[config.mk]
export PLATFORM = sky130hd
export DESIGN_NAME = gbs_iou_unit
export DESIGN_NICKNAME = d
export VERILOG_FILES = /design/src/sv/gbs_pkg.sv /design/src/sv/gbs_iou_unit.sv
export SDC_FILE = /design/constraint.sdc
export NUM_CORES = 2
export LEC_CHECK = 0
export ABC_CLOCK_PERIOD_IN_PS = 7400
export BUFFER_PORTS_ARGS = -buffer_cell sky130_fd_sc_hd__buf_2
export CORE_MARGIN = 5
export CORE_UTILIZATION = 45
export DETAILED_ROUTE_END_ITERATION = 8
export GPL_TIMING_DRIVEN = 1
export MAX_ROUTING_LAYER = met4
export PLACE_DENSITY_LB_ADDON = 0.2
export SETUP_SLACK_MARGIN = 0.3
export SYNTH_ARGS = -nofsm -noshare
export SYNTH_HDL_FRONTEND = slang
export SYNTH_SLANG_ARGS = --single-unit
[constraint.sdc]
create_clock -name clock -period 7.4 [get_ports clock]
set_input_delay 0.37 -clock clock [delete_from_list [all_inputs] [get_ports clock]]
set_output_delay 0.37 -clock clock [all_outputs]
set_load 0.1 [all_outputs]
[src/sv/gbs_pkg.sv]
`timescale 1ns / 1ps
package gbs_pkg;

   // Default for the top-level parameter
   localparam int MAX_KEPT_DEFAULT = 128;

   // Coordinate width: corners are signed, sizes one bit narrower and unsigned
   localparam int COORD_BITS = 16;

   // Fixed field widths
   localparam int THR_BITS   = 16;
   localparam int IDX_BITS   = 16;
   localparam int CLASS_BITS = 8;

   // Configuration port
   localparam int CSR_INDEX_BITS = 1;
   localparam int CSR_DATA_BITS  = 16;
   localparam logic [CSR_INDEX_BITS-1:0] CSR_IOU_THRESHOLD  = 1'b0;
   localparam logic [CSR_INDEX_BITS-1:0] CSR_CLASS_AGNOSTIC = 1'b1;

   localparam logic [THR_BITS-1:0] IOU_THRESHOLD_RESET  = 16'd29491;
   localparam logic                CLASS_AGNOSTIC_RESET = 1'b0;

   localparam logic [IDX_BITS-1:0] IDX_MAX = '1;

   // Input box
   typedef struct packed {
      logic signed [COORD_BITS-1:0] box_x;
      logic signed [COORD_BITS-1:0] box_y;
      logic [COORD_BITS-2:0]        box_w;
      logic [COORD_BITS-2:0]        box_h;
      logic [CLASS_BITS-1:0]        class_label;
      logic                         first_of_frame;
   } req_type;

   // Result
   typedef struct packed {
      logic                keep;
      logic [IDX_BITS-1:0] input_index;
      logic                list_full;
   } rsp_type;

   // Status from the overlap unit to the sequencer
   typedef struct packed {
      logic busy;
      logic hit;
   } unit_status_type;

   typedef enum logic [2:0] {
      S_IDLE,
      S_PREP,
      S_SCAN,
      S_DRAIN,
      S_FINISH
   } state_type;

endpackage

[src/sv/gbs_iou_unit.sv]
`timescale 1ns / 1ps
module gbs_iou_unit #(
   parameter int COORD_BITS = gbs_pkg::COORD_BITS,
   localparam int CB = COORD_BITS,
   localparam int WB = COORD_BITS - 1,
   localparam int AB = 2 * (COORD_BITS - 1)
) (
   input  logic                            clock,
   input  logic                            reset,
   input  logic                            issue_en,
   input  logic signed [CB-1:0]            cur_x,
   input  logic signed [CB-1:0]            cur_y,
   input  logic [WB-1:0]                   cur_w,
   input  logic [WB-1:0]                   cur_h,
   input  logic [gbs_pkg::CLASS_BITS-1:0]  cur_cls,
   input  logic [AB-1:0]                   cur_area,
   input  logic [gbs_pkg::THR_BITS-1:0]    thr,
   input  logic                            agnostic,
   input  logic signed [CB-1:0]            kept_x,
   input  logic signed [CB-1:0]            kept_y,
   input  logic [WB-1:0]                   kept_w,
   input  logic [WB-1:0]                   kept_h,
   input  logic [gbs_pkg::CLASS_BITS-1:0]  kept_cls,
   input  logic [AB-1:0]                   kept_area,
   output gbs_pkg::unit_status_type        status
);
   import gbs_pkg::*;

   localparam int SB = AB + 1;
   localparam int PW = SB + THR_BITS;

   // Stage 0: valid lines up with the registered store read
   logic s0_valid_ff;

   // Stage 1: overlap extents
   logic signed [CB:0]   cur_x1, cur_y1, kept_x1, kept_y1;
   logic signed [CB-1:0] ix0, iy0;
   logic signed [CB:0]   ix1, iy1;
   logic [CB+1:0]        dx_full, dy_full;
   logic [WB-1:0]        dx_in, dy_in;
   logic                 match_in;
   logic                 s1_valid_ff, s1_match_ff;
   logic [WB-1:0]        s1_dx_ff, s1_dy_ff;
   logic [AB-1:0]        s1_area_ff;

   // Stage 2: intersection and area sum
   logic          s2_valid_ff, s2_match_ff;
   logic [AB-1:0] s2_inter_ff;
   logic [SB-1:0] s2_sum_ff;
   logic [SB-1:0] union_val;

   // Stage 3: both sides of the threshold test
   logic          s3_valid_ff, s3_match_ff;
   logic [PW-1:0] s3_lhs_ff, s3_rhs_ff;

   // Stage 4: result
   logic s4_valid_ff, s4_hit_ff;

   always_comb begin
      cur_x1  = {cur_x[CB-1], cur_x} + $signed({2'b00, cur_w});
      cur_y1  = {cur_y[CB-1], cur_y} + $signed({2'b00, cur_h});
      kept_x1 = {kept_x[CB-1], kept_x} + $signed({2'b00, kept_w});
      kept_y1 = {kept_y[CB-1], kept_y} + $signed({2'b00, kept_h});
      ix0     = (cur_x > kept_x) ? cur_x : kept_x;
      iy0     = (cur_y > kept_y) ? cur_y : kept_y;
      ix1     = (cur_x1 < kept_x1) ? cur_x1 : kept_x1;
      iy1     = (cur_y1 < kept_y1) ? cur_y1 : kept_y1;
      dx_full = {ix1[CB], ix1} - {{2{ix0[CB-1]}}, ix0};
      dy_full = {iy1[CB], iy1} - {{2{iy0[CB-1]}}, iy0};
      // Clamp empty or touching overlap to zero
      dx_in   = (!dx_full[CB+1] && (dx_full != '0)) ? dx_full[WB-1:0] : '0;
      dy_in   = (!dy_full[CB+1] && (dy_full != '0)) ? dy_full[WB-1:0] : '0;
      match_in = agnostic || (kept_cls == cur_cls);
   end

   assign union_val = s2_sum_ff - SB'(s2_inter_ff);

   // Advance the valid bits
   always_ff @(posedge clock) begin
      if (reset) begin
         s0_valid_ff <= 1'b0;
         s1_valid_ff <= 1'b0;
         s2_valid_ff <= 1'b0;
         s3_valid_ff <= 1'b0;
         s4_valid_ff <= 1'b0;
         s4_hit_ff   <= 1'b0;
      end else begin
         s0_valid_ff <= issue_en;
         s1_valid_ff <= s0_valid_ff;
         s2_valid_ff <= s1_valid_ff;
         s3_valid_ff <= s2_valid_ff;
         s4_valid_ff <= s3_valid_ff;
         s4_hit_ff   <= s3_valid_ff && s3_match_ff && (s3_lhs_ff > s3_rhs_ff);
      end
   end

   // Advance the data path
   always_ff @(posedge clock) begin
      s1_match_ff <= match_in;
      s1_dx_ff    <= dx_in;
      s1_dy_ff    <= dy_in;
      s1_area_ff  <= kept_area;

      s2_match_ff <= s1_match_ff;
      s2_inter_ff <= AB'(s1_dx_ff) * AB'(s1_dy_ff);
      s2_sum_ff   <= SB'(cur_area) + SB'(s1_area_ff);

      s3_match_ff <= s2_match_ff;
      s3_lhs_ff   <= PW'({s2_inter_ff, {THR_BITS{1'b0}}});
      s3_rhs_ff   <= PW'(thr) * PW'(union_val);
   end

   assign status.busy = s0_valid_ff | s1_valid_ff | s2_valid_ff | s3_valid_ff | s4_valid_ff;
   assign status.hit  = s4_hit_ff;

endmodule

* Word level (Yosys, flattened, before mapping) *
Cells that the tools add are included.

word-level totals
  logic and storage cells = 49
  output and inout port bits = 2
  bits of input ports = 220
  register bits = 207

cells by class
  multiplexer cells = 4
  multiply operators = 2
  add/subtract/negate cells = 8
  equal/unequal tests = 1
  $lt $le $gt $ge = 5
  reductions and logical operators = 9
  bitwise operators = 4

operators by type and width
  operator            number
  $add 16x16->17      4
  $gt 46x47->1        1
  $mul 16x31->47      1
  $reduce_bool 18->1  2
  $sub 17x16->18      2
  $lt 17x17->1        2
  $mux 17             2
  $gt 16x16->1        2
  $mux 16             2
  $add 30x30->31      1
  $sub 31x30->31      1
  $mul 15x15->30      1
  $eq 8x8->1          1
  $logic_and 1x1->1   4
  $or 1x1->1          4
  $logic_not 1->1     2
  $logic_or 1x1->1    1

* Longest topological paths before layout *
  depth in word-level cells = 6
  depth in mapped cells = 35
  mapped depth without buffers = 33

* Least setup slack after synthesis *
OpenSTA, ideal clock, no wires.

  kind = register to register
  from = register s2_sum_ff[0]
  to = register s3_rhs_ff[44]
  path buffers = 2
  setup time = 0.106 ns
  period minus slack after synthesis = 7.971 ns
  path slack = -0.571 ns
  data arrival time = 7.865 ns
  cell stages (with the launch flop) = 34
  path through = dfxtp_1 > inv_1 > ha_1 > fa_1 > nor2b_1 > o21ai_1 > a21oi_1 > o31ai_2 > a21oi_1 > a31oi_1 > o21ai_0 > xor2_1 > clkbuf_1 > nand2_1 > fa_1 > fa_1 > fa_1 > inv_1 > fa_1 > fa_1 > inv_1 > fa_1 > inv_1 > ha_1 > clkbuf_1 > a2111oi_1 > o21ai_0 > nand4_1 > nand2_1 > nor2_1 > a31oi_1 > o211a_1 > or4_1 > o311ai_0

between the ends
  longest elaborated chain between the ends = 2

ends and longest elaborated chain
  element                 line                 RTL
  from (decl)             gbs_iou_unit.sv:49   logic [SB-1:0] s2_sum_ff;
  from (signal assigned)  gbs_iou_unit.sv:106  s2_sum_ff <= SB'(cur_area) + SB'(s1_area_ff);
  $sub 31x30->31          gbs_iou_unit.sv:76   assign union_val = s2_sum_ff - SB'(s2_inter_ff);
  $mul 16x31->47          gbs_iou_unit.sv:110  s3_rhs_ff <= PW'(thr) * PW'(union_val);
  to (signal assigned)    gbs_iou_unit.sv:110
  to (decl)               gbs_iou_unit.sv:54   logic [PW-1:0] s3_lhs_ff, s3_rhs_ff;

Every way passes these cells.
A chain may end at the register's enable or synchronous reset.

* Worst setup path in the final report *
  from = register s2_inter_ff[1]
  to = register s3_rhs_ff[44]

between the ends
  longest elaborated chain between the ends = 2

ends and longest elaborated chain
  element                 line                 RTL
  from (decl)             gbs_iou_unit.sv:48   logic [AB-1:0] s2_inter_ff;
  from (signal assigned)  gbs_iou_unit.sv:105  s2_inter_ff <= AB'(s1_dx_ff) * AB'(s1_dy_ff);
  $sub 31x30->31          gbs_iou_unit.sv:76
  $mul 16x31->47          gbs_iou_unit.sv:110

Every way passes these cells.

==> reports/results.txt <==
Status - finished with violations
Failing checks - setup timing
Max cap viols - 0
Worst-path clk slew - 0.06 ns
Die height - 301 um
Boundary pin count - 222
Post-Synthesis Cell Area - 0.0382 mm2
Register area share after synthesis - 10.9%
Area delta synth->final - 19.8%
Final worst setup slack - -0.400 ns
Hpwl dp - 83100 um
Mux cell area share after synthesis - 2.55%
Starting Density - 45.5%
CTS tree - yes
Crit path max-delay cell type - fa_1
Critical path class - flip-flop to flip-flop
Post-synth cell types - 92
EDFF count, synth - 0
TritonRoute pass-1 iters - 5
Clock Path Buffers - 3
Via count - 30493
Fillers - 7734
Fraction of synthesized cell area in xor and xnor cells - 4.29%
Hold WC Path Type - input pin to flip-flop
Critical-path maximum fanout - 7
Nets - 6131
Synth Area in Compound Gates - 11.7%
GRT Util Overall - 22.3%
Max Fclk - 128 MHz
Post-synthesis adder-cell area fraction - 45.5%
Setup-failing EPs final - 21
Post-Synthesis Cells - 4373
CP startpoint - s2_inter_ff[1]
Routed vias/inst - 5.06
Core Rows - 106
Gr ovfl total - 0
Share of cells above drive strength 1 - 18.3%
Post-synth ARST share - 0%
CTS Buf Count - 24
Core ar. - 0.0840 mm2
Fin. Hold Viols - 0
Vias in the first global route - 31911
Post-Synth Simple-Gate Area - 16.1%
Net count after synthesis - 5633
Synth top area cells - fa_1 (30%), ha_1 (15%), dfxtp_1 (11%)
DR DRC count - 0
Worst Path Buf+Inv - 10
Worst-Margin Slew - 0.880 ns
Mean post-synth cell area - 8.73 um2
Largest net degree at the start of global routing - 34
Root Buffer - clkbuf_16
Initial antenna violation count - 2
Ys Warns - 0
CP endpoint kind - flip-flop
Final worst path period need - 7.80 ns
Main synth FF type - dfxtp_1
Count of final max-slew check failures - 0
Full die area - 0.0908 mm2
Post-Route WL - 98600 um
Hold Startpoint - issue_en
Final period util - 105%
Synthesized flop and latch total - 207
Cell taking the most area after synthesis - fa_1
Post-route ant nets - 0
Final hold slack - 0.0311 ns
WP data required - 7.85 ns
Placer Congestion - 0.898
Clock latency on the worst-skew pair - 0.55 ns
Slew margin rel. - 39.8%
Top delay family on crit path - adder cells
First-pass GRT wire length - 162000 um
Top cell by count, worst path - fa_1
Initial DRC Count - 1338
Port-buffer cells - 221
Top-area cell type share of the netlist area - 30.4%
Util after Layout - 54.5%
CP Launch Type - flip-flop
RR Startpoint - s2_inter_ff[1]
RSZ-0062 raised after global routing - yes
H-Tree Depth - 1
Worst path max stage delay - 0.55 ns
Setup Skew - 0.0308 ns
Die Wd - 301 um
Wire length per cell - 16.4 um
Main combinational cell family by area after synthesis - adder cells
Crit path DAT - 8.25 ns
# clock sinks - 207
metrics by stage:
stage / setup TNS, ns / area, um2 / setup WS, ns / std cells
2_1_floorplan: -0.567 / 38400 / -0.169 / 4373
3_3_place_gp: -8.18 / 42900 / -0.547 / 5883
3_5_place_dp: -8.64 / 42900 / -0.637 / 5883
4_1_cts: -5.68 / 45100 / -0.450 / 6004
5_1_grt: -13.11 / 45800 / -0.711 / 6024
6_report: -5.56 / 45800 / -0.400 / 6027
cell type report:
type / instances / area (um2) / share of cell area (%)
multi-input cells: 3253 / 31700 / 69.3
repair buffers: 625 / 4810 / 10.5
flip-flops and latches: 207 / 4150 / 9.07
inverters: 760 / 2850 / 6.23
clock inverters: 14 / 138 / 0.301
clock buffers: 30 / 664 / 1.45
diodes: 4 / 10.0 / 0.0219
well taps: 1134 / 1420 / 3.10
synthesized netlist by cell type, drive strengths merged (6+ instances only):
cell and n:
inv 760, fa 579, nand2 536, ha 461
and2 255, dfxtp 207, a21oi 194, nor2 156
clkbuf 137, xnor2 130, a21o 116, o21ai 116
nand2b 75, nor2b 61, xor2 57, mux2i 51
o21a 49, nand3 46, mux2 41, nor3 32
and3 28, o21bai 27, a211oi 26, nand4 25
a31oi 19, buf 16, o211ai 13, o31ai 13
or3 12, nor4 11, a2111oi 10, a211o 8
nand3b 7, o31a 7, a31o 6, o2111ai 6
o311ai 6
what timing repair did:
action | 4_1_cts | 5_1_grt
hold buffers | 31 | 0
pin swaps | 108 | 102
setup buffers | 44 | 19
hold endpoints to repair | 31 | 0
setup endpoints to repair | 32 | 50
gates resized for setup | 141 | 124
gates cloned | 2 | 0
registers in the layout (all words and copies together) (netlist names), 15 cells and up:
signal       flops
s1_area_ff      30
s1_dx_ff        15
s1_dy_ff        15
s2_inter_ff     30
s2_sum_ff       31
s3_lhs_ff       30
s3_rhs_ff       47
cells in the final DEF (no fill, tap or decap), drive strengths merged, types with 7 or more instances in the layout:
master         n
inv          761
buf          592
fa           579
nand2        536
ha           461
and2         255
dfxtp        207
a21oi        194
nor2         156
xnor2        130
a21o         116
o21ai        116
nand2b        75
nor2b         61
xor2          57
mux2i         51
o21a          49
nand3         46
mux2          41
nor3          32
clkbuf        32
dlygate4sd3   31
and3          28
o21bai        27
a211oi        26
nand4         25
a31oi         19
o211ai        13
o31ai         13
or3           12
nor4          11
a2111oi       10
a211o          8
o31a           7
nand3b         7
clkinv         7
worst paths after layout:
path / to / slack (ns) / cells past startpoint
setup / recovery: s3_rhs_ff[44] / -0.40 / 35
hold / removal: s0_valid_ff / 0.03 / 2
setup reg to reg: s3_rhs_ff[44] / -0.40 / 35
hold reg to reg: s3_match_ff / 0.33 / 0
worst register-to-register path, delay by kind of cell (launching register included):
| kind | cells | cell delay (ns) |
|---|---|---|
| fa+ha+maj | 8 | 3.48 |
| compound gates | 9 | 1.71 |
| simple gates | 7 | 1.09 |
| buf+inv | 10 | 1.01 |
| flops | 1 | 0.34 |
| xor+xnor | 1 | 0.12 |
cells by family (layout without fill, tap and decap cells):
| logic type | Yosys count | after routing |
|---|---|---|
| compound gates | 668 | 668 |
| xor+xnor | 187 | 187 |
| fa+ha+maj | 1040 | 1040 |
| buf+inv | 913 | 1429 |
| flops | 207 | 207 |
| mux | 92 | 92 |
| other cells | 0 | 4 |
| simple gates | 1266 | 1266 |
metal layers:
layer  up-vias  global-route usage [%]  share of wire, %
li1      14978                       -                 -
met1     14878                    28.8                45
met2       528                    38.2                49
met3       109                    2.90               4.5
met4         0                    4.45               2.0
met5         -                       -                 0
Power is not shown: default switching activity piles up to over one toggle a cycle in this logic, so the estimate is an artifact.
